**config.mk**
```make
export PLATFORM = sky130hd
export DESIGN_NAME = pidsc_cfg
export DESIGN_NICKNAME = d
export VERILOG_FILES = /design/src/rtl/core/pidsc_pkg.sv /design/src/rtl/core/pidsc_cfg.sv
export SDC_FILE = /design/constraint.sdc
export NUM_CORES = 1
export LEC_CHECK = 0
export BUFFER_PORTS_ARGS = -buffer_cell sky130_fd_sc_hd__buf_2
export CAP_MARGIN = 10
export CORE_MARGIN = 2
export CORE_UTILIZATION = 48
export CTS_BUF_LIST = sky130_fd_sc_hd__clkbuf_8
export DETAILED_ROUTE_END_ITERATION = 8
export PLACE_DENSITY = 0.78
export SETUP_SLACK_MARGIN = 0.5
export SKIP_CTS_REPAIR_TIMING = 1
export SLEW_MARGIN = 20
export SYNTH_ARGS = -nofsm -noshare
export SYNTH_HDL_FRONTEND = slang
export SYNTH_SLANG_ARGS = --single-unit
```
**constraint.sdc**
```tcl
create_clock -name clk_i -period 0.8 [get_ports clk_i]
set_input_delay 0.08 -clock clk_i [delete_from_list [all_inputs] [get_ports clk_i]]
set_output_delay 0.08 -clock clk_i [all_outputs]
set_load 0.02 [all_outputs]
```
**src/rtl/core/pidsc_pkg.sv**
```systemverilog
// ----------------------------------------------------------------------------
// pidsc_pkg: shared definitions of the PID speed controller
// Widths, fixed-point constants, register indexes, controller states, the
// command and status words and the saturating helpers of the datapath.
// ----------------------------------------------------------------------------
package pidsc_pkg;

  // Fixed-point format of speeds, gains and internal terms.
  localparam int unsigned FRAC_BITS  = 16;
  localparam int unsigned DATA_WIDTH = 32;

  // Shared multiplier: one spare bit so that unsigned period and rate fit.
  localparam int unsigned OP_WIDTH   = DATA_WIDTH + 1;
  localparam int unsigned PROD_WIDTH = 2 * OP_WIDTH;
  localparam int unsigned ACC_WIDTH  = DATA_WIDTH + 2;

  // Configuration register file.
  localparam int unsigned REG_IDX_W  = 3;
  localparam int unsigned PERIOD_W   = 17;
  localparam int unsigned RATE_W     = 31;

  // Throttle output: Q2.14, limited to plus or minus one.
  localparam int unsigned THR_WIDTH  = 16;
  localparam int unsigned THR_FRAC   = 14;
  localparam int unsigned THR_MAX    = 1 << THR_FRAC;

  // Scaling by 1/100 into Q2.14 is a division by 400, split as 16 times 25.
  // The power of two is a shift; the factor 25 goes by a reciprocal multiply
  // with one correction step.
  localparam int unsigned DIVISOR     = 100 << (FRAC_BITS - THR_FRAC);
  localparam int unsigned DIV_SHIFT   = 4;
  localparam int unsigned DIV_ODD     = DIVISOR >> DIV_SHIFT;
  localparam int unsigned LIMIT_MAG   = DIVISOR * (THR_MAX + 1);
  localparam int unsigned X_WIDTH     = 19;
  localparam int unsigned RECIP_SHIFT = 24;
  localparam int unsigned RECIP_WIDTH = 20;
  localparam int unsigned RECIP       = (1 << RECIP_SHIFT) / DIV_ODD;
  localparam int unsigned QM_WIDTH    = X_WIDTH + RECIP_WIDTH;
  localparam int unsigned Q_WIDTH     = QM_WIDTH - RECIP_SHIFT;

  // Register indexes.
  typedef enum logic [REG_IDX_W-1:0] {
    REG_KP,
    REG_KI,
    REG_KD,
    REG_TARGET,
    REG_UPPER,
    REG_LOWER,
    REG_PERIOD,
    REG_RATE
  } reg_idx_e;

  // Controller states.
  typedef enum logic [3:0] {
    S_IDLE,
    S_ERR,
    S_MUL_I,
    S_MUL_D,
    S_MUL_P,
    S_MUL_KI,
    S_MUL_KD,
    S_ACC,
    S_DIV,
    S_OUT
  } state_e;

  // Operand pairs of the shared multiplier.
  typedef enum logic [2:0] {
    MUL_ERR_PERIOD,
    MUL_DIFF_RATE,
    MUL_KP_ERR,
    MUL_KI_INT,
    MUL_KD_DER
  } mul_sel_e;

  // Configuration as seen by the datapath.
  typedef struct packed {
    logic signed [DATA_WIDTH-1:0] kp;
    logic signed [DATA_WIDTH-1:0] ki;
    logic signed [DATA_WIDTH-1:0] kd;
    logic signed [DATA_WIDTH-1:0] target;
    logic signed [DATA_WIDTH-1:0] upper;
    logic signed [DATA_WIDTH-1:0] lower;
    logic [PERIOD_W-1:0]          period;
    logic [RATE_W-1:0]            rate;
    logic                         clear;
  } cfg_t;

  // Commands from the controller to the datapath.
  typedef struct packed {
    logic     load_meas;
    logic     calc_err;
    logic     ld_diff;
    logic     mul_en;
    mul_sel_e mul_sel;
    logic     upd_integ;
    logic     ld_deriv;
    logic     acc_init;
    logic     acc_add;
    logic     div_prep;
    logic     out_load;
  } cmd_t;

  // Status from the datapath to the controller.
  typedef struct packed {
    logic out_full;
  } sts_t;

  // Saturate a wide signed value to DATA_WIDTH signed bits.
  function automatic logic signed [DATA_WIDTH-1:0] sat_dw(
    input logic signed [PROD_WIDTH-1:0] x
  );
    logic [PROD_WIDTH-DATA_WIDTH:0] upper_bits;
    logic signed [DATA_WIDTH-1:0]   res;
    upper_bits = x[PROD_WIDTH-1:DATA_WIDTH-1];
    if ((&upper_bits) || (~|upper_bits)) begin
      res = x[DATA_WIDTH-1:0];
    end else if (x[PROD_WIDTH-1]) begin
      res = {1'b1, {(DATA_WIDTH-1){1'b0}}};
    end else begin
      res = {1'b0, {(DATA_WIDTH-1){1'b1}}};
    end
    return res;
  endfunction

  // Fixed-point product: drop the fraction bits rounding towards minus
  // infinity, then saturate.
  function automatic logic signed [DATA_WIDTH-1:0] mulq_sat(
    input logic signed [PROD_WIDTH-1:0] p
  );
    logic signed [PROD_WIDTH-1:0] shifted;
    shifted = p >>> FRAC_BITS;
    return sat_dw(shifted);
  endfunction

endpackage

```
**src/rtl/core/pidsc_cfg.sv**
```systemverilog
// ----------------------------------------------------------------------------
// pidsc_cfg: configuration register file
// Holds gains, setpoint, integral limits, sample period and sample rate, and
// flags the writes that restart the integral and the derivative history.
// ----------------------------------------------------------------------------
module pidsc_cfg (
  input  logic                               clk_i,
  input  logic                               rst_ni,
  input  logic                               cfg_we_i,
  input  logic [pidsc_pkg::REG_IDX_W-1:0]    cfg_index_i,
  input  logic [pidsc_pkg::DATA_WIDTH-1:0]   cfg_data_i,
  output pidsc_pkg::cfg_t                    cfg_o
);

  logic signed [pidsc_pkg::DATA_WIDTH-1:0] kp_q, ki_q, kd_q, target_q, upper_q, lower_q;
  logic [pidsc_pkg::PERIOD_W-1:0]          period_q;
  logic [pidsc_pkg::RATE_W-1:0]            rate_q;

  // Register writes; the reset values give a working controller at once.
  always_ff @(posedge clk_i or negedge rst_ni) begin
    if (!rst_ni) begin
      kp_q     <= 32'sd655360;
      ki_q     <= 32'sd65536;
      kd_q     <= 32'sd6554;
      target_q <= 32'sd1310720;
      upper_q  <= 32'sd6553600;
      lower_q  <= -32'sd6553600;
      period_q <= 17'd655;
      rate_q   <= 31'd6553600;
    end else if (cfg_we_i) begin
      case (cfg_index_i)
        pidsc_pkg::REG_KP:     kp_q     <= cfg_data_i;
        pidsc_pkg::REG_KI:     ki_q     <= cfg_data_i;
        pidsc_pkg::REG_KD:     kd_q     <= cfg_data_i;
        pidsc_pkg::REG_TARGET: target_q <= cfg_data_i;
        pidsc_pkg::REG_UPPER:  upper_q  <= cfg_data_i;
        pidsc_pkg::REG_LOWER:  lower_q  <= cfg_data_i;
        pidsc_pkg::REG_PERIOD: period_q <= cfg_data_i[pidsc_pkg::PERIOD_W-1:0];
        pidsc_pkg::REG_RATE:   rate_q   <= cfg_data_i[pidsc_pkg::RATE_W-1:0];
        default: ;
      endcase
    end
  end

  // A new gain or setpoint restarts the controller history.
  always_comb begin
    cfg_o.kp     = kp_q;
    cfg_o.ki     = ki_q;
    cfg_o.kd     = kd_q;
    cfg_o.target = target_q;
    cfg_o.upper  = upper_q;
    cfg_o.lower  = lower_q;
    cfg_o.period = period_q;
    cfg_o.rate   = rate_q;
    cfg_o.clear  = cfg_we_i && (cfg_index_i <= pidsc_pkg::REG_TARGET);
  end

endmodule

```
# Word level (Yosys, flattened, before mapping)
# Index checks and enable logic that the tools add are counted.
[totals] input_bits=38 ff_bits=240 wordCells=26 output_inout_bits=241
[classes] n_eq_ne=7 reduce_logical=10 magnitude_cmp=1
[ops] operator="$reduce_and A2 Y1" count=8
[ops] operator="$eq A3 B3 Y1 const B" count=4
[ops] operator="$eq A3 B2 Y1 const B" count=2
[ops] operator="$eq A3 B1 Y1 const B" count=1
[ops] operator="$le A3 B2 Y1 const B" count=1
[ops] operator="$logic_not A3 Y1" count=1
[ops] operator="$logic_and A1 B1 Y1" count=1

# Logic depth before layout (Yosys ltp)
[logic_depth] word_depth=2 ltp_mapped=5 ltp_nobuf=2

# Worst setup path after synthesis
# OpenSTA, ideal clock, no wires.
[synth_timing] path_kind="input to register" from="input cfg_index_i[0] (netlist bit)" to="register kp_q[0] (netlist bit)" t_required_ns=0.675 t_arrival_ns=1.154 n_path_buf=2 setup_slack_ns=-0.479 stages=4 setup_ns=0.125 path_cell_list="buf_4 nor4b_4 buf_6 mux2_2"
[synth_via] elab_chain_cells=2
[synth_lines] item="start, declared" line="pidsc_cfg.sv:10" rtl="input logic [pidsc_pkg::REG_IDX_W-1:0] cfg_index_i,"
[synth_lines] item="$logic_not A3 Y1" line="pidsc_cfg.sv:31" rtl="case (cfg_index_i)"
[synth_lines] item="$reduce_and A2 Y1 (no source line)"
[synth_lines] item="end signal, assigned" line="pidsc_cfg.sv:32" rtl="pidsc_pkg::REG_KP: kp_q <= cfg_data_i;"
[synth_lines] item="end, declared" line="pidsc_cfg.sv:15" rtl="logic signed [pidsc_pkg::DATA_WIDTH-1:0] kp_q, ki_q, kd_q, target_q, upper_q, lower_q;"
# No other way between the ends.
# A chain may end at the register's enable or synchronous reset.

# Worst setup path in the final report
[layout_timing] from="register kd_q[8] (netlist bit)" to="output cfg_o[153] (netlist bit)"
[layout_lines] item="start, declared" line="pidsc_cfg.sv:15"
[layout_lines] item="start signal, assigned" line="pidsc_cfg.sv:34" rtl="pidsc_pkg::REG_KD: kd_q <= cfg_data_i;"
[layout_lines] item="end, declared" line="pidsc_cfg.sv:12" rtl="output pidsc_pkg::cfg_t cfg_o"
# No word-level cell between the ends.

==> impl_metrics.toml <==
[synthesis]
synth_compound_area_share_pct = 0
synth_top_family_by_area = "multiplexers"
ys_types = 15
syn_avg_cell_area_um2 = 17.6
synthAdderAreaFrac_pct = 0
synth_fp_nets = 556
ys.warnings.count = 0
netlist_area_um2 = 9090
ys_seq_elements = 240
yosysSeqAreaShare_pct = 66.5
synth-simple-area-share_pct = 1.24
synthMuxAreaShare_pct = 29.7
syn_inst = 518
synth_xor_area_share_pct = 0

[worst_setup_path]
start_kind = "flip-flop"
path_class = "flip-flop to output pin"
path_max_fanout = 2
cp_num_buf_inv = 1
crit_path_end_kind = "output pin"
slowest_stage = "dfstp_2"
cp_cell_sequence = "buf_6"
crit_family = "flip-flops"
cp.required_ns = 0.72
max_stage_delay_ns = 0.55
worst_ep_arrival_time_ns = 1.21

[sta]
finClkSkew_ns = 0
maxSlewHeadroom_pct = 79.4
min_period_ns = 1.29
final.setup.tns_ns = -95.70
finalSetupViolCount = 356
hold_slack_ns = -0.582
finalHoldViolCount = 474
rsz0062_at_grt = "true"
fmax_mhz = 774
worst_slew_pin_slew_ns = 0.310
period_share_pct = 161
slew_viol_final = 0
fin_ws_ns = -0.492

[finish]
n_antenna_cell = 0
final_cell_mix = "buf_6, mux2_4, dfrtp_2"
syn2layout_area_growth_pct = 65.9
drive_gt1_share_pct = 88.0
final_common_cell = "buf_6"
fin_nets = 950
nFillCells = 845

[die]
io_pins = 279
die_x_um = 142
initial_core_util_pct = 48.8
fp.dieArea_um2 = 20100
core-area_um2 = 18600
die_y_um = 142
rows = 50

[power_and_ir_drop]
power.total_mw = 45.4
vdd_drop_max_mv = 2.10
p_leak_nw = 7.32
power_density_nw_per_um2 = 3010

[clocking]
clk_path_buf_depth = 3
cts_buffers = 41
clock_latency_ns = 0.51
cts_tree = "built"
cts.sinks = 240
htree_levels = 2
clk_pin_slew_ns = 0.07
clockRootBuffer = "clkbuf_8"

[grt]
grt_pass1_vias = 6289
overflow = 0
grt_pass1_wl_um = 36200
grtUsageTotal_pct = 23.3
antenna_found_initial = 0
grt_start_max_net_pins = 44

[routing]
wire_per_inst_um = 26.3
top_layer = "met4"
wirelength_um = 31000
firstDrtPassIters = 4
drc_errors = 0
dr_wl_met3_um = 2080
wl_met2_um = 16000
route.vias.total = 6318
ant_nets = 0
drtIter0Drc = 237
vias_per_cell = 5.36
drt-met1-wl_um = 12200

[status]
violations = "hold timing, setup timing"
status = "finished with violations"

[placed_design]
hpwl_um = 16400
numPortBuffers = 278
gp_congestion = 0.790

[flow_run]
maxCapViolations = 0

[min_path]
min_path_type = "primary input to async pin"
==> layout make-up <==
cell class / instances / area (um2) / area share, %
clock buffer: 50 / 688 / 4.56
clock inverter: 25 / 108 / 0.713
multi-input combinational: 249 / 3610 / 24.0
sequential: 240 / 6190 / 41.1
tap: 234 / 293 / 1.94
timing repair buffer: 380 / 4180 / 27.7
==> stage by stage <==
| step | setup slack, ns | area [um2] | util, % | cells | hold WS, ns |
|---|---|---|---|---|---|
| final | -0.492 | 15100 | 80.9 | 1178 | -0.582 |
| after global routing | -0.525 | 15100 | 80.9 | 1178 | -0.590 |
| after CTS | -0.540 | 12500 | 66.9 | 1108 | -0.591 |
| after detailed placement | -0.623 | 11700 | 62.6 | 1033 | -0.0299 |
| after global placement | -0.565 | 11700 | 62.6 | 1033 | -0.0399 |
| after floorplan | -0.453 | 9890 | - | 518 | -0.216 |
==> worst paths after layout <==
kind	start	endpoint	slack, ns	cells past startpoint
worst max register to register	kp_q[24]$_DFFE_PN0P_	kp_q[24]$_DFFE_PN0P_	-0.15	2
worst max-delay path	kd_q[8]$_DFFE_PN1P_	cfg_o[153]	-0.49	1
min in group clk_i	cfg_data_i[20]	kd_q[20]$_DFFE_PN0P_	-0.10	2
max in group asynchronous	rst_ni	lower_q[18]$_DFFE_PN1P_	0.77	2
worst min register to register	lower_q[14]$_DFFE_PN0P_	lower_q[14]$_DFFE_PN0P_	0.53	1
worst min-delay path	rst_ni	upper_q[20]$_DFFE_PN0P_	-0.58	1
==> Yosys cell counts (all sizes together) <==
master	n	area, um2
nand4b	3	41.3
nor4bb	1	10.0
clkbuf	2	10.0
dfstp	36	946
and4bb	2	25.0
nor4b	1	23.8
nand4	1	6.26
mux2	240	2700
dfrtp	204	5100
buf	27	218
nor2b	1	6.26
==> where the power goes <==
part,internal (mW),switching (mW)
combinational,9.65,6.91
sequential,15.4,2.59
clock,5.66,5.14
total,30.7,14.6
==> layer usage <==
| metal | track usage, % | vias to the layer above |
|---|---|---|
| met5 | 0 | - |
| li1 | - | 2631 |
| met2 | 36.9 | 298 |
| met3 | 6.24 | 56 |
| met1 | 31.3 | 3333 |
| met4 | 7.95 | 0 |
==> kinds of logic after synthesis <==
family,after synthesis
buf+inv,29
mux,240
flops,240
simple gates,9
==> flip-flops by register name, summed over array words and instances (netlist names) <==
| name | flops |
|---|---|
| kd_q | 32 |
| ki_q | 32 |
| kp_q | 32 |
| lower_q | 32 |
| period_q | 17 |
| rate_q | 31 |
| target_q | 32 |
| upper_q | 32 |
(Power assumes the default switching activity.)
