--- config.mk ---
export PLATFORM = sky130hd
export DESIGN_NAME = pidsc_ctrl
export DESIGN_NICKNAME = d
export VERILOG_FILES = /design/src/rtl/core/pidsc_pkg.sv /design/src/rtl/core/pidsc_ctrl.sv
export SDC_FILE = /design/constraint.sdc
export NUM_CORES = 1
export LEC_CHECK = 0
export BUFFER_PORTS_ARGS = -buffer_cell sky130_fd_sc_hd__buf_2
export CORE_AREA = 2 2 39 41
export DETAILED_ROUTE_END_ITERATION = 7
export DIE_AREA = 0 0 41 43
export MAX_ROUTING_LAYER = met4
export SYNTH_ARGS = -nofsm -noshare
export SYNTH_HDL_FRONTEND = slang
export SYNTH_SLANG_ARGS = --single-unit
--- constraint.sdc ---
create_clock -name clk_i -period 1 [get_ports clk_i]
set_input_delay 0.2 -clock clk_i [delete_from_list [all_inputs] [get_ports clk_i]]
set_output_delay 0.2 -clock clk_i [all_outputs]
set_load 0.05 [all_outputs]
--- src/rtl/core/pidsc_pkg.sv ---
// ----------------------------------------------------------------------------
// pidsc_pkg: shared definitions of the PID speed controller
// Widths, fixed-point constants, register indexes, controller states, the
// command and status words and the saturating helpers of the datapath.
// ----------------------------------------------------------------------------
package pidsc_pkg;

  // Fixed-point format of speeds, gains and internal terms.
  localparam int unsigned FRAC_BITS  = 16;
  localparam int unsigned DATA_WIDTH = 32;

  // Shared multiplier: one spare bit so that unsigned period and rate fit.
  localparam int unsigned OP_WIDTH   = DATA_WIDTH + 1;
  localparam int unsigned PROD_WIDTH = 2 * OP_WIDTH;
  localparam int unsigned ACC_WIDTH  = DATA_WIDTH + 2;

  // Configuration register file.
  localparam int unsigned REG_IDX_W  = 3;
  localparam int unsigned PERIOD_W   = 17;
  localparam int unsigned RATE_W     = 31;

  // Throttle output: Q2.14, limited to plus or minus one.
  localparam int unsigned THR_WIDTH  = 16;
  localparam int unsigned THR_FRAC   = 14;
  localparam int unsigned THR_MAX    = 1 << THR_FRAC;

  // Scaling by 1/100 into Q2.14 is a division by 400, split as 16 times 25.
  // The power of two is a shift; the factor 25 goes by a reciprocal multiply
  // with one correction step.
  localparam int unsigned DIVISOR     = 100 << (FRAC_BITS - THR_FRAC);
  localparam int unsigned DIV_SHIFT   = 4;
  localparam int unsigned DIV_ODD     = DIVISOR >> DIV_SHIFT;
  localparam int unsigned LIMIT_MAG   = DIVISOR * (THR_MAX + 1);
  localparam int unsigned X_WIDTH     = 19;
  localparam int unsigned RECIP_SHIFT = 24;
  localparam int unsigned RECIP_WIDTH = 20;
  localparam int unsigned RECIP       = (1 << RECIP_SHIFT) / DIV_ODD;
  localparam int unsigned QM_WIDTH    = X_WIDTH + RECIP_WIDTH;
  localparam int unsigned Q_WIDTH     = QM_WIDTH - RECIP_SHIFT;

  // Register indexes.
  typedef enum logic [REG_IDX_W-1:0] {
    REG_KP,
    REG_KI,
    REG_KD,
    REG_TARGET,
    REG_UPPER,
    REG_LOWER,
    REG_PERIOD,
    REG_RATE
  } reg_idx_e;

  // Controller states.
  typedef enum logic [3:0] {
    S_IDLE,
    S_ERR,
    S_MUL_I,
    S_MUL_D,
    S_MUL_P,
    S_MUL_KI,
    S_MUL_KD,
    S_ACC,
    S_DIV,
    S_OUT
  } state_e;

  // Operand pairs of the shared multiplier.
  typedef enum logic [2:0] {
    MUL_ERR_PERIOD,
    MUL_DIFF_RATE,
    MUL_KP_ERR,
    MUL_KI_INT,
    MUL_KD_DER
  } mul_sel_e;

  // Configuration as seen by the datapath.
  typedef struct packed {
    logic signed [DATA_WIDTH-1:0] kp;
    logic signed [DATA_WIDTH-1:0] ki;
    logic signed [DATA_WIDTH-1:0] kd;
    logic signed [DATA_WIDTH-1:0] target;
    logic signed [DATA_WIDTH-1:0] upper;
    logic signed [DATA_WIDTH-1:0] lower;
    logic [PERIOD_W-1:0]          period;
    logic [RATE_W-1:0]            rate;
    logic                         clear;
  } cfg_t;

  // Commands from the controller to the datapath.
  typedef struct packed {
    logic     load_meas;
    logic     calc_err;
    logic     ld_diff;
    logic     mul_en;
    mul_sel_e mul_sel;
    logic     upd_integ;
    logic     ld_deriv;
    logic     acc_init;
    logic     acc_add;
    logic     div_prep;
    logic     out_load;
  } cmd_t;

  // Status from the datapath to the controller.
  typedef struct packed {
    logic out_full;
  } sts_t;

  // Saturate a wide signed value to DATA_WIDTH signed bits.
  function automatic logic signed [DATA_WIDTH-1:0] sat_dw(
    input logic signed [PROD_WIDTH-1:0] x
  );
    logic [PROD_WIDTH-DATA_WIDTH:0] upper_bits;
    logic signed [DATA_WIDTH-1:0]   res;
    upper_bits = x[PROD_WIDTH-1:DATA_WIDTH-1];
    if ((&upper_bits) || (~|upper_bits)) begin
      res = x[DATA_WIDTH-1:0];
    end else if (x[PROD_WIDTH-1]) begin
      res = {1'b1, {(DATA_WIDTH-1){1'b0}}};
    end else begin
      res = {1'b0, {(DATA_WIDTH-1){1'b1}}};
    end
    return res;
  endfunction

  // Fixed-point product: drop the fraction bits rounding towards minus
  // infinity, then saturate.
  function automatic logic signed [DATA_WIDTH-1:0] mulq_sat(
    input logic signed [PROD_WIDTH-1:0] p
  );
    logic signed [PROD_WIDTH-1:0] shifted;
    shifted = p >>> FRAC_BITS;
    return sat_dw(shifted);
  endfunction

endpackage

--- src/rtl/core/pidsc_ctrl.sv ---
// ----------------------------------------------------------------------------
// pidsc_ctrl: sequencing state machine
// Steps one speed word through error, integral, derivative, the three gain
// products and the throttle scaling, issuing one command word per cycle.
// ----------------------------------------------------------------------------
module pidsc_ctrl (
  input  logic              clk_i,
  input  logic              rst_ni,
  input  logic              in_valid_i,
  output logic              in_stall_o,
  input  pidsc_pkg::sts_t   sts_i,
  output pidsc_pkg::cmd_t   cmd_o
);

  pidsc_pkg::state_e state_q, state_d;

  // State register.
  always_ff @(posedge clk_i or negedge rst_ni) begin
    if (!rst_ni) begin
      state_q <= pidsc_pkg::S_IDLE;
    end else begin
      state_q <= state_d;
    end
  end

  // Next state.
  always_comb begin
    state_d = state_q;
    case (state_q)
      pidsc_pkg::S_IDLE:   if (in_valid_i) state_d = pidsc_pkg::S_ERR;
      pidsc_pkg::S_ERR:    state_d = pidsc_pkg::S_MUL_I;
      pidsc_pkg::S_MUL_I:  state_d = pidsc_pkg::S_MUL_D;
      pidsc_pkg::S_MUL_D:  state_d = pidsc_pkg::S_MUL_P;
      pidsc_pkg::S_MUL_P:  state_d = pidsc_pkg::S_MUL_KI;
      pidsc_pkg::S_MUL_KI: state_d = pidsc_pkg::S_MUL_KD;
      pidsc_pkg::S_MUL_KD: state_d = pidsc_pkg::S_ACC;
      pidsc_pkg::S_ACC:    state_d = pidsc_pkg::S_DIV;
      pidsc_pkg::S_DIV:    state_d = pidsc_pkg::S_OUT;
      pidsc_pkg::S_OUT:    if (!sts_i.out_full) state_d = pidsc_pkg::S_IDLE;
      default:             state_d = pidsc_pkg::S_IDLE;
    endcase
  end

  // Command word for each step.
  always_comb begin
    cmd_o         = '0;
    cmd_o.mul_sel = pidsc_pkg::MUL_ERR_PERIOD;
    in_stall_o    = 1'b1;
    case (state_q)
      pidsc_pkg::S_IDLE: begin
        in_stall_o      = 1'b0;
        cmd_o.load_meas = in_valid_i;
      end
      pidsc_pkg::S_ERR: begin
        cmd_o.calc_err = 1'b1;
      end
      pidsc_pkg::S_MUL_I: begin
        cmd_o.mul_en  = 1'b1;
        cmd_o.mul_sel = pidsc_pkg::MUL_ERR_PERIOD;
        cmd_o.ld_diff = 1'b1;
      end
      pidsc_pkg::S_MUL_D: begin
        cmd_o.mul_en    = 1'b1;
        cmd_o.mul_sel   = pidsc_pkg::MUL_DIFF_RATE;
        cmd_o.upd_integ = 1'b1;
      end
      pidsc_pkg::S_MUL_P: begin
        cmd_o.mul_en   = 1'b1;
        cmd_o.mul_sel  = pidsc_pkg::MUL_KP_ERR;
        cmd_o.ld_deriv = 1'b1;
      end
      pidsc_pkg::S_MUL_KI: begin
        cmd_o.mul_en   = 1'b1;
        cmd_o.mul_sel  = pidsc_pkg::MUL_KI_INT;
        cmd_o.acc_init = 1'b1;
      end
      pidsc_pkg::S_MUL_KD: begin
        cmd_o.mul_en  = 1'b1;
        cmd_o.mul_sel = pidsc_pkg::MUL_KD_DER;
        cmd_o.acc_add = 1'b1;
      end
      pidsc_pkg::S_ACC: begin
        cmd_o.acc_add = 1'b1;
      end
      pidsc_pkg::S_DIV: begin
        cmd_o.div_prep = 1'b1;
      end
      pidsc_pkg::S_OUT: begin
        cmd_o.out_load = !sts_i.out_full;
      end
      default: ;
    endcase
  end

endmodule

Word-level counts from Yosys, hierarchy flattened
Index checks and enable logic that the tools add are counted.

Equal/unequal tests: 11. Muxes and demuxes: 14. Reduce and logical (&&, ||, !) cells: 4.

Operator list (number): 4-bit one-hot mux with 10 select lines (1); 4-bit one-hot mux with 5 select lines (1); 4-bit by 3-bit equality test with 1-bit output (second input constant) (4); 1-bit 2-to-1 mux (10); 4-bit by 2-bit equality test with 1-bit output (second input constant) (2); 4-bit equality test (second input constant) (2); 4-bit 2-to-1 mux (2); 4-bit by 1-bit equality test with 1-bit output (second input constant) (1); 4-bit logical NOT (1); 2-bit != test (second input constant) (2); 2-bit AND reduction (1); 2-bit OR reduction (1); 1-bit logical NOT (1).

Register bits after elaboration: 4. Input port bits: 4. Output and inout bits: 14. Logic and storage cells: 30.

Depth between registers and ports, before layout
Gate-level depths: netlist of the first run.

Depth after elaboration: 3. Gate-level depth with buffers: 4. Gate-level depth less buffers: 2.

Worst setup path before layout of the first run
No wires, ideal clock.

Kind: reg2out. Start point: reg state_q[1]. End point: out cmd_o[0] (netlist name). Arrival: 1710 ps. Required time: 800 ps. Setup slack: -910 ps. Cell stages (with the launch flop): 4. Cell sequence: dfrtp_1 buf_6 nand2b_1 nor3_1.

RTL lines: start, declared (line pidsc_ctrl.sv:15) `pidsc_pkg::state_e state_q, state_d;`; start signal, assigned (line pidsc_ctrl.sv:20) `state_q <= pidsc_pkg::S_IDLE;`; start signal, assigned (line pidsc_ctrl.sv:22) `state_q <= state_d;`; end, declared (line pidsc_ctrl.sv:12) `output pidsc_pkg::cmd_t cmd_o`.

==> out/metrics.cfg, run 1 <==
[timing]
tightest_slew_ps = 222
fmax_mhz = 640
rsz0062_at_grt = true
hold_ws_ps = 270
setup_viol = 18
hold_viol_final = 0
fin_ws_ps = -562
finalMaxSlewViolations = 0
fin_crit_sh = 1.56
fin_skew_ps = 0.183
period_needed_ps = 1560
tns_ps = -6920
maxSlewHeadroom = 0.851

[outcome]
status = complete, but fails checks
violations = setup timing

[clock_tree]
clock-sinks = 4
cts_tree = built
clk_latency_ps = 230
clk_pin_slew_ps = 40
clockRootBuffer = clkbuf_4
clk_path_buf_depth = 2
cts_made_buffers = 3
h-tree-depth = 1

[route]
vias_per_cell = 4.66
wirelength_um = 1530
drc_errors = 0
drtAntennaViolNets = 0
dr.pass1.iters = 1
drt_iter0_markers = 0
num_vias = 494
wire_per_inst_um = 14.4

[finish]
n_fill_cell = 72
nets = 96
reg_top3 = state_q x4
layout_commonest_cell = buf_6
area_growth_pct = 208
final_cell_mix = buf_6 (26), buf_4 (12), nor3_4 (6), nor2_4 (6), buf_8 (5)
largest_reg_flops = 4
multi_input_area_um2 = 445
drive_gt1_frac = 0.922
top_register = state_q
regArea_um2 = 104
antennaDiodeCount = 0
final_core_util = 0.808

[logic_synthesis]
postSynthCellCount = 43
avgSynthCellArea_um2 = 8.44
synth-edff-count = 0
synth_flop_cell = dfrtp_1
async_reset_ff_frac = 1.00
yosysWarnings = 0
ys_types = 24
yosysSeqAreaShare = 0.276
synth-seq-cells = 4
netlist_area_um2 = 363
synth_nets = 47

[global_route]
antenna_found_initial = 0
grt_pass1_wl_um = 2300
grt_max_degree = 7
grt_pass1_vias = 545
overflow = 0
met1_usage = 0.185
top_usage_layer = met2
grtUsageTotal = 0.202
gr-usage-met3 = 0.0314
globalRouteMet2Util = 0.378

[worst_setup_path]
critPathLaunchType = flop
crit_chain = buf_4 -> nand2b_4 -> nor3_4 -> buf_6
arrival_ps = 1360
path_class = reg -> out
critical_path.max_stage_delay_ps = 460
crit_required_ps = 800
cp_max_fo = 6
end_kind = primary output
reg2regPathDepth = 5
cpMaxStageDelayCell = dfrtp_2

[placement]
io_buffers = 17
place_congestion = 0.691
hpwl_um = 900

[floorplanning]
die_w_um = 41
die-height_um = 43
pin_count = 18
initial_core_util = 0.262
coreArea_um2 = 1380
row_count = 14
die-area_um2 = 1760

[worst_hold_path]
hold_path_class = in -> reg
holdPathStages = 3

[flow_run]
maxCapViolCount = 0

==> cells in the mapped netlist, types with 2 or more instances <==
| cell | instances | area share |
|---|---|---|
| nor3_1 | 6 | 0.083 |
| nor2_1 | 5 | 0.052 |
| buf_6 | 4 | 0.12 |
| dfrtp_1 | 4 | 0.28 |
| nand2b_1 | 3 | 0.052 |
| a21oi_1 | 2 | 0.028 |
| nand2_1 | 2 | 0.021 |
==> path summary, 6_finish.rpt <==
check | start | end | slack [ps]
worst min-delay path | sts_i | state_q[0] | 270
worst max register to register | state_q[1] | state_q[0] | -300
worst min register to register | state_q[0] | state_q[0] | 660
worst max-delay path | state_q[1] | cmd_o[11] | -560
min in group asynchronous | rst_ni | state_q[3] | 300
max in group asynchronous | rst_ni | state_q[1] | 570
==> worst max-delay path: cells and delay by family (launching register included) <==
| family | cells | cell delay (ps) |
|---|---|---|
| buffers and inverters | 2 | 350 |
| DFF | 1 | 460 |
| and+or+nand+nor | 2 | 320 |
==> area by class of cell <==
class                           instances  area share
Tap cell                               16      0.0179
Sequential cell                         4      0.0928
Multi-Input combinational cell         33       0.398
Clock buffer                            3      0.0201
Timing Repair Buffer                   49       0.468
Inverter                                1     0.00336
==> routing by layer <==
| metal | vias to the layer above | routed length [um] |
|---|---|---|
| met5 | - | 0 |
| met4 | 0 | 30 |
| met3 | 2 | 28 |
| met2 | 12 | 979 |
| met1 | 237 | 492 |
| li1 | 243 | - |
==> cell families after synthesis <==
| logic type | after synthesis | share of synthesized area |
|---|---|---|
| simple gates | 24 | 0.372 |
| buf+inv | 6 | 0.148 |
| compound gates | 8 | 0.179 |
| xor+xnor | 1 | 0.0241 |
| flops | 4 | 0.276 |
==> metrics by stage <==
step           setup slack, ps  instances  cell area [um^2]
3_3_place_gp              -340         95               769
3_5_place_dp              -353         95               769
6_report                  -562        106              1120
5_1_grt                   -591        106              1120
4_1_cts                   -520        101              1020
2_1_floorplan             -371         43               524
==> what timing repair did <==
action / in CTS / in global routing
resized for setup: 55 / 16
setup buffers: 2 / 8
gates cloned: 0 / 0
hold buffers: 1 / 0
hold endpoints to repair: 4 / 0
pin swaps: 7 / 7
endpoints found under the setup margin: 18 / 18
Power of run 1 is left out: the tool's default activity adds up to more than one toggle a clock period on the data nets, which glitch-free logic cannot reach.
==> run 2, diff against run 1 <==
clock period = 1.57 ns   (was 1 ns; I/O delays follow)
==> run 2 against run 1 <==
Compared with the run above: the run still ends with setup timing left; global-route usage shrank 6.4 points; worst hold slack gained 82 ps; non-clock buffer count shrank 21; utilization shrank 27 points; first-iteration DRC count grew 5; sequential share of layout area grew 4.9 points.
==> out/metrics.cfg, run 2 (synthesis gave the netlist of run 1 again) <==
[route]
drc_errors = 0  ; unchanged
num_vias = 395  ; -20%
wire_per_inst_um = 11.1  ; -23%
drtAntennaViolNets = 0  ; unchanged
wirelength_um = 940  ; -39%
dr.pass1.iters = 4  ; +3
drt_iter0_markers = 5  ; +5
vias_per_cell = 4.65  ; -0.29%

[clock_tree]
cts_tree = built
clk_latency_ps = 250  ; +20 ps
clock-sinks = 4  ; unchanged
cts_made_buffers = 3  ; unchanged
h-tree-depth = 1  ; unchanged
clockRootBuffer = clkbuf_4
clk_pin_slew_ps = 40  ; about the same
clk_path_buf_depth = 2  ; unchanged

[finish]
n_fill_cell = 123  ; +71%
nets = 75  ; -22%
top_register = state_q
fin_cells = 85  ; -20%
final_cell_mix = buf_6 (14), buf_4 (8)
reg_top3 = state_q x4
drive_gt1_frac = 0.812  ; -0.111
layout_commonest_cell = buf_6
largest_reg_flops = 4  ; unchanged
area_growth_pct = 104
antennaDiodeCount = 0  ; unchanged

[placement]
io_buffers = 17  ; unchanged
place_congestion = 0.730  ; +5.6%
numPlacedInstances = 78  ; -18%

[floorplanning]
die_w_um = 41  ; unchanged
pin_count = 18  ; unchanged
die-area_um2 = 1760  ; unchanged
initial_core_util = 0.262  ; unchanged
row_count = 14  ; unchanged
die-height_um = 43  ; unchanged
coreArea_um2 = 1380  ; unchanged

[global_route]
top_usage_layer = met2
grt_pass1_vias = 368  ; -32%
antenna_found_initial = 0  ; unchanged
globalRouteMet2Util = 0.200  ; -0.178
gr-usage-met3 = 0.0314  ; unchanged
grtUsageTotal = 0.139  ; -0.0637
overflow = 0  ; unchanged
met1_usage = 0.150  ; -0.0345
grt_pass1_wl_um = 1550  ; -32%
grt_max_degree = 10  ; +3

[timing]
tightest_slew_ps = 251  ; +28.8 ps
rsz0062_at_grt = true
setup_viol = 3  ; -15
hold_viol_final = 0  ; unchanged
period_needed_ps = 1600
fin_ws_ps = -26.3  ; +536 ps
finalMaxSlewViolations = 0  ; unchanged
maxSlewHeadroom = 0.832  ; -0.0193
fin_skew_ps = 6.69  ; +6.51 ps
fin_crit_sh = 1.02
fmax_mhz = 626

[outcome]
violations = setup timing
status = complete, but fails checks

[worst_setup_path]
path_class = reg -> out
reg2reg_from = state_q[1]
startpoint = state_q[1]
critPathLaunchType = flop
cp_max_fo = 8  ; +2
crit_required_ps = 1260  ; +460 ps
end_kind = primary output
arrival_ps = 1280  ; -80 ps

[worst_hold_path]
hold_path_class = in -> reg
hold_start = sts_i

[flow_run]
maxCapViolCount = 0  ; unchanged

-- run 2: cell types whose count changed in the layout (fill, tap and decap cells not counted), moves of 3 or more --
cell    change
nor2_4      -4
buf_8       -4
nor2_2      +4
nor3_4      -3
buf_4       -4
buf_6      -12
nor3_2      +3
-- run 2: metrics by stage --
step	worst slack, ps	setup TNS [ps]	utilization	hold WS [ps]	instance area, um^2
finish	-26.3	-64.9	0.534	352	739
global route	-80.1	-351	0.534	367	739
floorplan	-86.6	-128	-	18.4	428
global placement	104	0	0.387	120	536
detailed placement	102	0	0.387	119	536
CTS	-44.2	-118	0.469	353	649
-- run 2: area by class of cell --
type                            count  area, um^2  share of cell area
Clock buffer                        3        22.5              0.0305
Inverter                            1        3.75             0.00508
Multi-Input combinational cell     33         325               0.440
Sequential cell                     4         105               0.142
Tap cell                           16        20.0              0.0271
Timing Repair Buffer               28         263               0.355
-- run 2: path summary, 6_finish.rpt --
path,end,cells past startpoint,slack (ps)
min in group asynchronous,state_q[1],2,390
hold / removal,state_q[0],3,350
setup / recovery,cmd_o[12],4,-30
max in group asynchronous,state_q[3],2,1050
setup reg to reg,state_q[0],4,330
hold reg to reg,state_q[3],1,610
-- run 2: layer usage --
metal / wire length, um / up-vias / share of wire
met4: 28 / 0 / 0.030
li1: - / 200 / -
met5: 0 / - / 0
met3: 26 / 2 / 0.028
met1: 370 / 182 / 0.39
met2: 514 / 11 / 0.55
-- run 2: worst max-delay path: stages, from the launching register on --
cell	delay, ps
dfrtp_2	460
buf_6	160
nor2_4	80
and3_4	180
buf_8	140
-- run 2: what timing repair did --
item | in CTS | in global routing
pin swaps | 0 | 1
setup buffers | 1 | 2
hold buffers | 1 | 0
resized for setup | 26 | 18
endpoints found under the setup margin | 14 | 14
hold endpoints to repair | 4 | 0
Power of run 2 is left out for the same reason.
