===== src/rtl/core/pidsc_pkg.sv =====
// ----------------------------------------------------------------------------
// pidsc_pkg: shared definitions of the PID speed controller
// Widths, fixed-point constants, register indexes, controller states, the
// command and status words and the saturating helpers of the datapath.
// ----------------------------------------------------------------------------
package pidsc_pkg;

  // Fixed-point format of speeds, gains and internal terms.
  localparam int unsigned FRAC_BITS  = 16;
  localparam int unsigned DATA_WIDTH = 32;

  // Shared multiplier: one spare bit so that unsigned period and rate fit.
  localparam int unsigned OP_WIDTH   = DATA_WIDTH + 1;
  localparam int unsigned PROD_WIDTH = 2 * OP_WIDTH;
  localparam int unsigned ACC_WIDTH  = DATA_WIDTH + 2;

  // Configuration register file.
  localparam int unsigned REG_IDX_W  = 3;
  localparam int unsigned PERIOD_W   = 17;
  localparam int unsigned RATE_W     = 31;

  // Throttle output: Q2.14, limited to plus or minus one.
  localparam int unsigned THR_WIDTH  = 16;
  localparam int unsigned THR_FRAC   = 14;
  localparam int unsigned THR_MAX    = 1 << THR_FRAC;

  // Scaling by 1/100 into Q2.14 is a division by 400, split as 16 times 25.
  // The power of two is a shift; the factor 25 goes by a reciprocal multiply
  // with one correction step.
  localparam int unsigned DIVISOR     = 100 << (FRAC_BITS - THR_FRAC);
  localparam int unsigned DIV_SHIFT   = 4;
  localparam int unsigned DIV_ODD     = DIVISOR >> DIV_SHIFT;
  localparam int unsigned LIMIT_MAG   = DIVISOR * (THR_MAX + 1);
  localparam int unsigned X_WIDTH     = 19;
  localparam int unsigned RECIP_SHIFT = 24;
  localparam int unsigned RECIP_WIDTH = 20;
  localparam int unsigned RECIP       = (1 << RECIP_SHIFT) / DIV_ODD;
  localparam int unsigned QM_WIDTH    = X_WIDTH + RECIP_WIDTH;
  localparam int unsigned Q_WIDTH     = QM_WIDTH - RECIP_SHIFT;

  // Register indexes.
  typedef enum logic [REG_IDX_W-1:0] {
    REG_KP,
    REG_KI,
    REG_KD,
    REG_TARGET,
    REG_UPPER,
    REG_LOWER,
    REG_PERIOD,
    REG_RATE
  } reg_idx_e;

  // Controller states.
  typedef enum logic [3:0] {
    S_IDLE,
    S_ERR,
    S_MUL_I,
    S_MUL_D,
    S_MUL_P,
    S_MUL_KI,
    S_MUL_KD,
    S_ACC,
    S_DIV,
    S_OUT
  } state_e;

  // Operand pairs of the shared multiplier.
  typedef enum logic [2:0] {
    MUL_ERR_PERIOD,
    MUL_DIFF_RATE,
    MUL_KP_ERR,
    MUL_KI_INT,
    MUL_KD_DER
  } mul_sel_e;

  // Configuration as seen by the datapath.
  typedef struct packed {
    logic signed [DATA_WIDTH-1:0] kp;
    logic signed [DATA_WIDTH-1:0] ki;
    logic signed [DATA_WIDTH-1:0] kd;
    logic signed [DATA_WIDTH-1:0] target;
    logic signed [DATA_WIDTH-1:0] upper;
    logic signed [DATA_WIDTH-1:0] lower;
    logic [PERIOD_W-1:0]          period;
    logic [RATE_W-1:0]            rate;
    logic                         clear;
  } cfg_t;

  // Commands from the controller to the datapath.
  typedef struct packed {
    logic     load_meas;
    logic     calc_err;
    logic     ld_diff;
    logic     mul_en;
    mul_sel_e mul_sel;
    logic     upd_integ;
    logic     ld_deriv;
    logic     acc_init;
    logic     acc_add;
    logic     div_prep;
    logic     out_load;
  } cmd_t;

  // Status from the datapath to the controller.
  typedef struct packed {
    logic out_full;
  } sts_t;

  // Saturate a wide signed value to DATA_WIDTH signed bits.
  function automatic logic signed [DATA_WIDTH-1:0] sat_dw(
    input logic signed [PROD_WIDTH-1:0] x
  );
    logic [PROD_WIDTH-DATA_WIDTH:0] upper_bits;
    logic signed [DATA_WIDTH-1:0]   res;
    upper_bits = x[PROD_WIDTH-1:DATA_WIDTH-1];
    if ((&upper_bits) || (~|upper_bits)) begin
      res = x[DATA_WIDTH-1:0];
    end else if (x[PROD_WIDTH-1]) begin
      res = {1'b1, {(DATA_WIDTH-1){1'b0}}};
    end else begin
      res = {1'b0, {(DATA_WIDTH-1){1'b1}}};
    end
    return res;
  endfunction

  // Fixed-point product: drop the fraction bits rounding towards minus
  // infinity, then saturate.
  function automatic logic signed [DATA_WIDTH-1:0] mulq_sat(
    input logic signed [PROD_WIDTH-1:0] p
  );
    logic signed [PROD_WIDTH-1:0] shifted;
    shifted = p >>> FRAC_BITS;
    return sat_dw(shifted);
  endfunction

endpackage


===== src/rtl/core/pidsc_dp.sv =====
// ----------------------------------------------------------------------------
// pidsc_dp: arithmetic datapath
// One shared signed multiplier with a product register, the integral and
// previous-error state, the gain accumulator, the scaling to Q2.14 and the
// output register.
// ----------------------------------------------------------------------------
module pidsc_dp (
  input  logic                                    clk_i,
  input  logic                                    rst_ni,
  input  pidsc_pkg::cfg_t                         cfg_i,
  input  pidsc_pkg::cmd_t                         cmd_i,
  output pidsc_pkg::sts_t                         sts_o,
  input  logic signed [pidsc_pkg::DATA_WIDTH-1:0] measured_speed_i,
  output logic                                    out_valid_o,
  input  logic                                    out_stall_i,
  output logic signed [pidsc_pkg::THR_WIDTH-1:0]  throttle_command_o,
  output logic signed [pidsc_pkg::DATA_WIDTH-1:0] speed_error_o,
  output logic                                    throttle_limited_o
);

  localparam int unsigned DW = pidsc_pkg::DATA_WIDTH;
  localparam int unsigned OW = pidsc_pkg::OP_WIDTH;
  localparam int unsigned PW = pidsc_pkg::PROD_WIDTH;
  localparam int unsigned AW = pidsc_pkg::ACC_WIDTH;
  localparam int unsigned XW = pidsc_pkg::X_WIDTH;
  localparam int unsigned QW = pidsc_pkg::Q_WIDTH;
  localparam int unsigned TW = pidsc_pkg::THR_WIDTH;

  // Working registers.
  logic signed [DW-1:0] meas_q, err_q, diff_q, deriv_q;
  logic signed [DW-1:0] integ_q, last_err_q;
  logic signed [PW-1:0] prod_q;
  logic signed [AW-1:0] acc_q;
  logic [XW-1:0]        x_q;
  logic                 neg_q, big_q;
  logic [pidsc_pkg::QM_WIDTH-1:0] qm_q;

  // Output register.
  logic signed [TW-1:0] thr_q;
  logic signed [DW-1:0] err_out_q;
  logic                 lim_q, out_valid_q;

  // Combinational terms.
  logic signed [OW-1:0] op_a, op_b;
  logic signed [DW-1:0] prod_fx, err_c, diff_c, integ_sum, integ_hi, integ_c;
  logic signed [DW-1:0] ctrl_c;
  logic [DW-1:0]        mag_c;
  logic [QW-1:0]        q0_c, q_c;
  logic [XW:0]          rem_c;
  logic signed [TW-1:0] thr_c;

  // Operand selection for the shared multiplier.
  always_comb begin
    case (cmd_i.mul_sel)
      pidsc_pkg::MUL_ERR_PERIOD: begin
        op_a = OW'(err_q);
        op_b = OW'($signed({1'b0, cfg_i.period}));
      end
      pidsc_pkg::MUL_DIFF_RATE: begin
        op_a = OW'(diff_q);
        op_b = OW'($signed({1'b0, cfg_i.rate}));
      end
      pidsc_pkg::MUL_KP_ERR: begin
        op_a = OW'($signed(cfg_i.kp));
        op_b = OW'(err_q);
      end
      pidsc_pkg::MUL_KI_INT: begin
        op_a = OW'($signed(cfg_i.ki));
        op_b = OW'(integ_q);
      end
      pidsc_pkg::MUL_KD_DER: begin
        op_a = OW'($signed(cfg_i.kd));
        op_b = OW'(deriv_q);
      end
      default: begin
        op_a = '0;
        op_b = '0;
      end
    endcase
  end

  // Error, error difference and the clamped integral update.
  always_comb begin
    prod_fx   = pidsc_pkg::mulq_sat(prod_q);
    err_c     = pidsc_pkg::sat_dw(PW'($signed(cfg_i.target)) - PW'(meas_q));
    diff_c    = pidsc_pkg::sat_dw(PW'(err_q) - PW'(last_err_q));
    integ_sum = pidsc_pkg::sat_dw(PW'(integ_q) + PW'(prod_fx));
    integ_hi  = (integ_sum > $signed(cfg_i.upper)) ? $signed(cfg_i.upper) : integ_sum;
    integ_c   = (integ_hi < $signed(cfg_i.lower)) ? $signed(cfg_i.lower) : integ_hi;
  end

  // Control value and its magnitude for the scaling step.
  always_comb begin
    ctrl_c = pidsc_pkg::sat_dw(PW'(acc_q));
    mag_c  = ctrl_c[DW-1] ? DW'(-ctrl_c) : DW'(ctrl_c);
  end

  // Quotient by the odd factor: the reciprocal estimate is exact or one low.
  always_comb begin
    q0_c  = qm_q[pidsc_pkg::QM_WIDTH-1:pidsc_pkg::RECIP_SHIFT];
    rem_c = (XW + 1)'(x_q) - (XW + 1)'(q0_c) * (XW + 1)'(pidsc_pkg::DIV_ODD);
    q_c   = (rem_c >= (XW + 1)'(pidsc_pkg::DIV_ODD)) ? q0_c + QW'(1) : q0_c;
    if (big_q) begin
      thr_c = neg_q ? -TW'(pidsc_pkg::THR_MAX) : TW'(pidsc_pkg::THR_MAX);
    end else begin
      thr_c = neg_q ? -$signed(TW'(q_c)) : $signed(TW'(q_c));
    end
  end

  // Payload registers of the sequence.
  always_ff @(posedge clk_i) begin
    if (cmd_i.load_meas) meas_q <= measured_speed_i;
    if (cmd_i.calc_err)  err_q  <= err_c;
    if (cmd_i.ld_diff)   diff_q <= diff_c;
    if (cmd_i.mul_en)    prod_q <= op_a * op_b;
    if (cmd_i.ld_deriv)  deriv_q <= prod_fx;
    if (cmd_i.acc_init) begin
      acc_q <= AW'(prod_fx);
    end else if (cmd_i.acc_add) begin
      acc_q <= acc_q + AW'(prod_fx);
    end
    if (cmd_i.div_prep) begin
      neg_q <= ctrl_c[DW-1];
      big_q <= (mag_c >= DW'(pidsc_pkg::LIMIT_MAG));
      x_q   <= mag_c[pidsc_pkg::DIV_SHIFT+XW-1:pidsc_pkg::DIV_SHIFT];
      qm_q  <= mag_c[pidsc_pkg::DIV_SHIFT+XW-1:pidsc_pkg::DIV_SHIFT]
               * pidsc_pkg::RECIP_WIDTH'(pidsc_pkg::RECIP);
    end
    if (cmd_i.out_load) begin
      thr_q     <= thr_c;
      err_out_q <= err_q;
      lim_q     <= big_q;
    end
  end

  // Controller history: integral and previous error.
  always_ff @(posedge clk_i or negedge rst_ni) begin
    if (!rst_ni) begin
      integ_q    <= '0;
      last_err_q <= '0;
    end else if (cfg_i.clear) begin
      integ_q    <= '0;
      last_err_q <= '0;
    end else begin
      if (cmd_i.upd_integ) integ_q    <= integ_c;
      if (cmd_i.ld_deriv)  last_err_q <= err_q;
    end
  end

  // Output word valid flag.
  always_ff @(posedge clk_i or negedge rst_ni) begin
    if (!rst_ni) begin
      out_valid_q <= 1'b0;
    end else begin
      out_valid_q <= cmd_i.out_load || (out_valid_q && out_stall_i);
    end
  end

  assign sts_o.out_full     = out_valid_q && out_stall_i;
  assign out_valid_o        = out_valid_q;
  assign throttle_command_o = thr_q;
  assign speed_error_o      = err_out_q;
  assign throttle_limited_o = lim_q;

endmodule


===== config.mk =====
export PLATFORM = sky130hd
export DESIGN_NAME = pidsc_dp
export DESIGN_NICKNAME = d
export VERILOG_FILES = /design/src/rtl/core/pidsc_pkg.sv /design/src/rtl/core/pidsc_dp.sv
export SDC_FILE = /design/constraint.sdc
export NUM_CORES = 2
export LEC_CHECK = 0
export BUFFER_PORTS_ARGS = -buffer_cell sky130_fd_sc_hd__buf_2
export CAP_MARGIN = 10
export CORE_ASPECT_RATIO = 1.75
export CORE_MARGIN = 4
export CORE_UTILIZATION = 35
export DETAILED_ROUTE_END_ITERATION = 6
export PLACE_DENSITY_LB_ADDON = 0.25
export SLEW_MARGIN = 20
export SYNTH_ARGS = -nofsm -noshare
export SYNTH_HDL_FRONTEND = slang
export SYNTH_SLANG_ARGS = --single-unit

===== constraint.sdc =====
create_clock -name clk_i -period 28.9 [get_ports clk_i]
set_input_delay 2.89 -clock clk_i [delete_from_list [all_inputs] [get_ports clk_i]]
set_output_delay 2.89 -clock clk_i [all_outputs]
set_load 0.005 [all_outputs]

Yosys cells after proc, flatten, opt, wreduce, memory -nomap -nowiden
Cells that the tools add are included.

Add/sub/neg operators: 8. Multiply operators: 3. Magnitude comparators: 4. Equality and inequality tests: 4. Muxes and demuxes: 25. Reduce and logical (&&, ||, !) cells: 26.

Operator list (number): $mux W32 (17); $pmux W33 S5 (2); $reduce_and A35 Y1 (3); $reduce_or A35 Y1 (3); $mux W34 (2); $mul A33 B33 Y66 (1); $sub A32 B32 Y33 (2); $mux W16 (3); $mul A19 B16 Y35 const B (1); $add A34 B32 Y34 (1); $add A32 B32 Y33 (1); $ge A32 B23 Y1 const B (1); $gt A32 B32 Y1 (1); $lt A32 B32 Y1 (1); $neg A32 Y32 (1); $ge A20 B5 Y1 const B (1); $mul A15 B5 Y20 const B (1); $sub A19 B20 Y20 (1); $reduce_and A19 Y1 (1); $reduce_or A19 Y1 (1); $neg A15 Y16 (1); $add A15 B1 Y15 const B (1); $mux W15 (1); $eq A3 B2 Y1 const B (2); 9 further kinds (20).

Flip-flop bits (word level): 398. Output and inout port bits: 51. Logic and storage cells: 86.

Logic depth before layout (Yosys ltp)
Word-level depth: 15. Mapped depth: 47. Gate-level depth less buffers: 42.

Worst setup path before layout
No wires, ideal clock.

Path type: input to register. Start: in cmd_i[6] in the netlist's numbering. End: reg prod_q[52], data pin. Setup time: 264 ps. Arrival: 12042 ps. Data required time: 28636 ps. Slack: 16594 ps. Stages on the path: 35. Buffers on the path: 7. Cell sequence: buf_2 > buf_4 > clkbuf_1 > clkbuf_1 > buf_1 > mux4_2 > inv_1 > o21ai_1 > clkbuf_1 > nand2_1 > fa_1 > inv_1 > fa_1 > fa_1 > fa_1 > fa_1 > fa_1 > inv_1 > fa_1 > inv_1 > fa_1 > ha_1 > clkbuf_1 > a21o_1 > a21o_1 > a21o_1 > a21oi_1 > o21ai_0 > or3_1 > o211ai_1 > a21boi_1 > o31a_1 > o211ai_1 > nor2b_1 > xnor2_1.

Word-level cells in the longest chain between the ends: 3.

RTL lines: start: declaration (line pidsc_dp.sv:11) `input pidsc_pkg::cmd_t cmd_i,`; $eq A3 B3 Y1 (tied with other cells) (line pidsc_dp.sv:54) `case (cmd_i.mul_sel)`; $pmux W33 S5 (line pidsc_dp.sv:54); $mul A33 B33 Y66 (*) (line pidsc_dp.sv:115) `if (cmd_i.mul_en) prod_q <= op_a * op_b;`; end signal: assignment (line pidsc_dp.sv:115); end: declaration (line pidsc_dp.sv:32) `logic signed [PW-1:0] prod_q;`.

Mark *: on every way between the ends. The rest lies on a longest branch, timed or not. A chain may end at the register's enable or synchronous reset.

Final worst setup path
Start: in cmd_i[6] in the netlist's numbering. End: reg prod_q[65], data pin.

The elaborated chain is that of the path after synthesis.

==> impl_metrics.env <==
export IMPL_fin_util=0.3864
export IMPL_clock_tree_buffer_depth=3
export IMPL_area_of_the_core_sq_um=201300
export IMPL_grt_max_degree=65
export IMPL_dominantRegCellSynth="sky130_fd_sc_hd__edfxtp_1"
export IMPL_clock_insertion_delay_worst_skew_ns=0.68
export IMPL_synth_distinct_cells=105
export IMPL_setup_viol=0
export IMPL_finalSetupTns_ns=0
export IMPL_avgViaCountPerCell=5.385
export IMPL_dr_pass1_iters=7
export IMPL_timing_critical_path_required_ns=29.30
export IMPL_height_of_the_die_um=602.9
export IMPL_critPathLaunchType="input port"
export IMPL_violations_in_the_final_reports="design-rule violations"
export IMPL_gr_usage_all_layers=0.2492
export IMPL_grt_overflow=0
export IMPL_synth_top_family_by_area="adder cells"
export IMPL_post_synthesis_cell_area_sq_um=70780
export IMPL_setup_repair_after_global_routing_missed_its_margin="false"
export IMPL_fmaxAchievable_mhz=76.15
export IMPL_layout_drive_gt1_share=0.08850
export IMPL_synthMuxAreaShare=0.02565
export IMPL_critical_path_top_cell_by_count="sky130_fd_sc_hd__fa_1"
export IMPL_hpwl_um=211900
export IMPL_cts_hold_buffers_added=0
export IMPL_period_minus_slack_ns=13.13
export IMPL_crit_path_max_incr_delay_ns=0.86
export IMPL_synthesis_yosys_warnings=0
export IMPL_finalHoldViolations=0
export IMPL_synth_compound_area_frac=0.1023
export IMPL_post_synth_xor_area_fraction=0.02735
export IMPL_synth_enable_flop_cells=297
export IMPL_critPathMaxFanout=60
export IMPL_postSynthRegisterBits=362
export IMPL_cts_repair_resize_count=0
export IMPL_clock_tree_root_cell="sky130_fd_sc_hd__clkbuf_16"
export IMPL_fin_crit_sh=0.4544
export IMPL_tightestPinTransition_ns=1.181
export IMPL_postSynth_asyncResetShare=0.1796
export IMPL_timing_clock_skew_ns=0.08658
export IMPL_cts_post_setup_buffers_inserted=0
export IMPL_timing_max_cap_violations=0
export IMPL_routed_wirelength_um=260900
export IMPL_avgSynthCellArea_sq_um=9.322
export IMPL_port_buffers=339
export IMPL_h_tree_depth=2
export IMPL_synth_fa_ha_area_frac=0.4764
export IMPL_pin_count=340
export IMPL_grt_pass1_vias=61890
export IMPL_worst_endpoint_arrival_ns=13.53
export IMPL_category_of_the_critical_setup_timing_path="in -> reg"
export IMPL_detail_route_drc_violations=1
export IMPL_clkTransAtPathRegs_ns=0.06
export IMPL_routedWlPerCell_um=24.94
export IMPL_timing_hold_worst_class="reg -> reg"
export IMPL_num_nets_final=9975
export IMPL_routability_congestion=0.9706
export IMPL_initial_utilization=0.3516
export IMPL_synth_sequential_area_ratio=0.1490
export IMPL_vias=56320
export IMPL_status="finished, violations left"
export IMPL_layout_area_overhead_vs_synth_pct=9.885
export IMPL_synthSimpleGateAreaFrac=0.1223
export IMPL_maxSlewViolCount=0
export IMPL_design_die_area_sq_um=209800
export IMPL_cts_made_buffers=48
export IMPL_nFillCells=20540
export IMPL_dieWidth_um=347.9
export IMPL_tritoncts="yes"
export IMPL_critical_path_slowest_cell="sky130_fd_sc_hd__buf_4"
export IMPL_critPathCaptureType="flip-flop"
export IMPL_drt_initial_drc_count=3488
export IMPL_fp_row_count=218
export IMPL_timing_slew_headroom=0.2121
export IMPL_drt_antenna_violating_nets=0
export IMPL_synthCells=7593
export IMPL_cts_num_sinks=362
export IMPL_number_of_antenna_violations_at_the_first_check_in_global_routing=25
export IMPL_first_pass_grt_wire_length_um=387000
export IMPL_synth_fp_nets=9799
-- synthesized netlist by cell type (61+ instances only) --
master	number	area (sq um)
sky130_fd_sc_hd__a21oi_1	342	1712
sky130_fd_sc_hd__dfrtp_1	65	1627
sky130_fd_sc_hd__a21o_1	144	1081
sky130_fd_sc_hd__clkbuf_1	287	1077
sky130_fd_sc_hd__edfxtp_1	297	8919
sky130_fd_sc_hd__o21a_1	61	457.9
sky130_fd_sc_hd__o21ai_0	192	960.9
sky130_fd_sc_hd__inv_1	1493	5604
sky130_fd_sc_hd__ha_1	643	8045
sky130_fd_sc_hd__mux2i_1	129	1291
sky130_fd_sc_hd__fa_1	1274	25500
sky130_fd_sc_hd__nand3_1	83	415.4
sky130_fd_sc_hd__xnor2_1	146	1279
sky130_fd_sc_hd__nor2_1	384	1441
sky130_fd_sc_hd__xor2_1	75	656.9
sky130_fd_sc_hd__and2_1	99	619.3
sky130_fd_sc_hd__nand2_1	1067	4005
sky130_fd_sc_hd__nor2b_1	63	394.1
-- cells by family after synthesis --
logic type,Yosys count
adders and majority gates,1934
muxes,169
DFF,362
and+or+nand+nor,1972
buffers and inverters,1819
xor gates and xnor gates,221
AOI/OAI and AO/OA,1116
-- final cells by class --
cell class / count / area, sq um / area share
Sequential cell: 362 / 10550 / 0.1356
Antenna cell: 11 / 27.53 / 0.0003539
Clock buffer: 51 / 1232 / 0.01585
Inverter: 1495 / 5612 / 0.07215
Multi-Input combinational cell: 5412 / 53900 / 0.6930
Timing Repair Buffer: 450 / 2550 / 0.03279
Tap cell: 2640 / 3303 / 0.04247
Clock inverter: 38 / 610.6 / 0.007850
-- per-stage QoR --
stage | hold WS [ns] | area (sq um) | cells | worst slack (ns)
6_report | 0.5244 | 77780 | 10460 | 15.77
3_5_place_dp | 0.5114 | 75900 | 10360 | 15.01
5_1_grt | 0.5452 | 77750 | 10450 | 15.38
4_1_cts | 0.5271 | 77750 | 10450 | 15.69
3_3_place_gp | 0.5025 | 75900 | 10360 | 15.10
2_1_floorplan | 0.4414 | 70780 | 7593 | 16.59
-- worst paths after layout --
path                       cells past startpoint             end  slack, ns     startpoint
min reg2reg                                    2   last_err_q[2]       0.52  last_err_q[2]
max                                           31      prod_q[65]      15.77       cmd_i[6]
max in group asynchronous                      2  last_err_q[25]      25.71         rst_ni
min in group asynchronous                      1     out_valid_o       2.00         rst_ni
max reg2reg                                   36     integ_q[30]      17.65     prod_q[52]
min                                            2   last_err_q[2]       0.52  last_err_q[2]
-- critical path, delay by kind of cell --
family / cells / cell delay [ns]
AND/OR/NAND/NOR: 4 / 1.27
XOR/XNOR: 1 / 0.11
AO/OA/AOI/OAI: 10 / 2.51
buffers and inverters: 7 / 2.23
adder cells (fa/ha/maj): 9 / 4.38
-- flip-flops by register name (all words and copies together) (netlist names), 19 cells and up --
| signal | cells |
|---|---|
| err_q | 32 |
| x_q | 19 |
| acc_q | 34 |
| last_err_q | 32 |
| deriv_q | 32 |
| meas_q | 32 |
| speed_error_o | 32 |
| integ_q | 32 |
| diff_q | 32 |
| prod_q | 50 |
-- cells in the final DEF (no fill, tap or decap), drive strengths merged, types with 46 or more instances in the layout --
master and count:
a21o 144, a21oi 344, and2 100, buf 450, clkbuf 51, dfrtp 65, edfxtp 297, fa 1274
ha 643, inv 1498, mux2i 130, nand2 1067, nand2b 52, nand3 83, nand4 46, nor2 385
nor2b 63, nor3 56, o21a 61, o21ai 223, o22ai 52, xnor2 146, xor2 75
-- layer usage --
| layer | routed length (um) | GRT usage | vias up |
|---|---|---|---|
| li1 | - | - | 24520 |
| met3 | 11950 | 0.03126 | 912 |
| met1 | 84140 | 0.2425 | 28800 |
| met5 | 79 | 0 | - |
| met4 | 25540 | 0.1910 | 12 |
| met2 | 139200 | 0.4736 | 2085 |
Power is left out: the tool's default activity adds up to more than one toggle a clock period on the data nets, which glitch-free logic cannot reach.
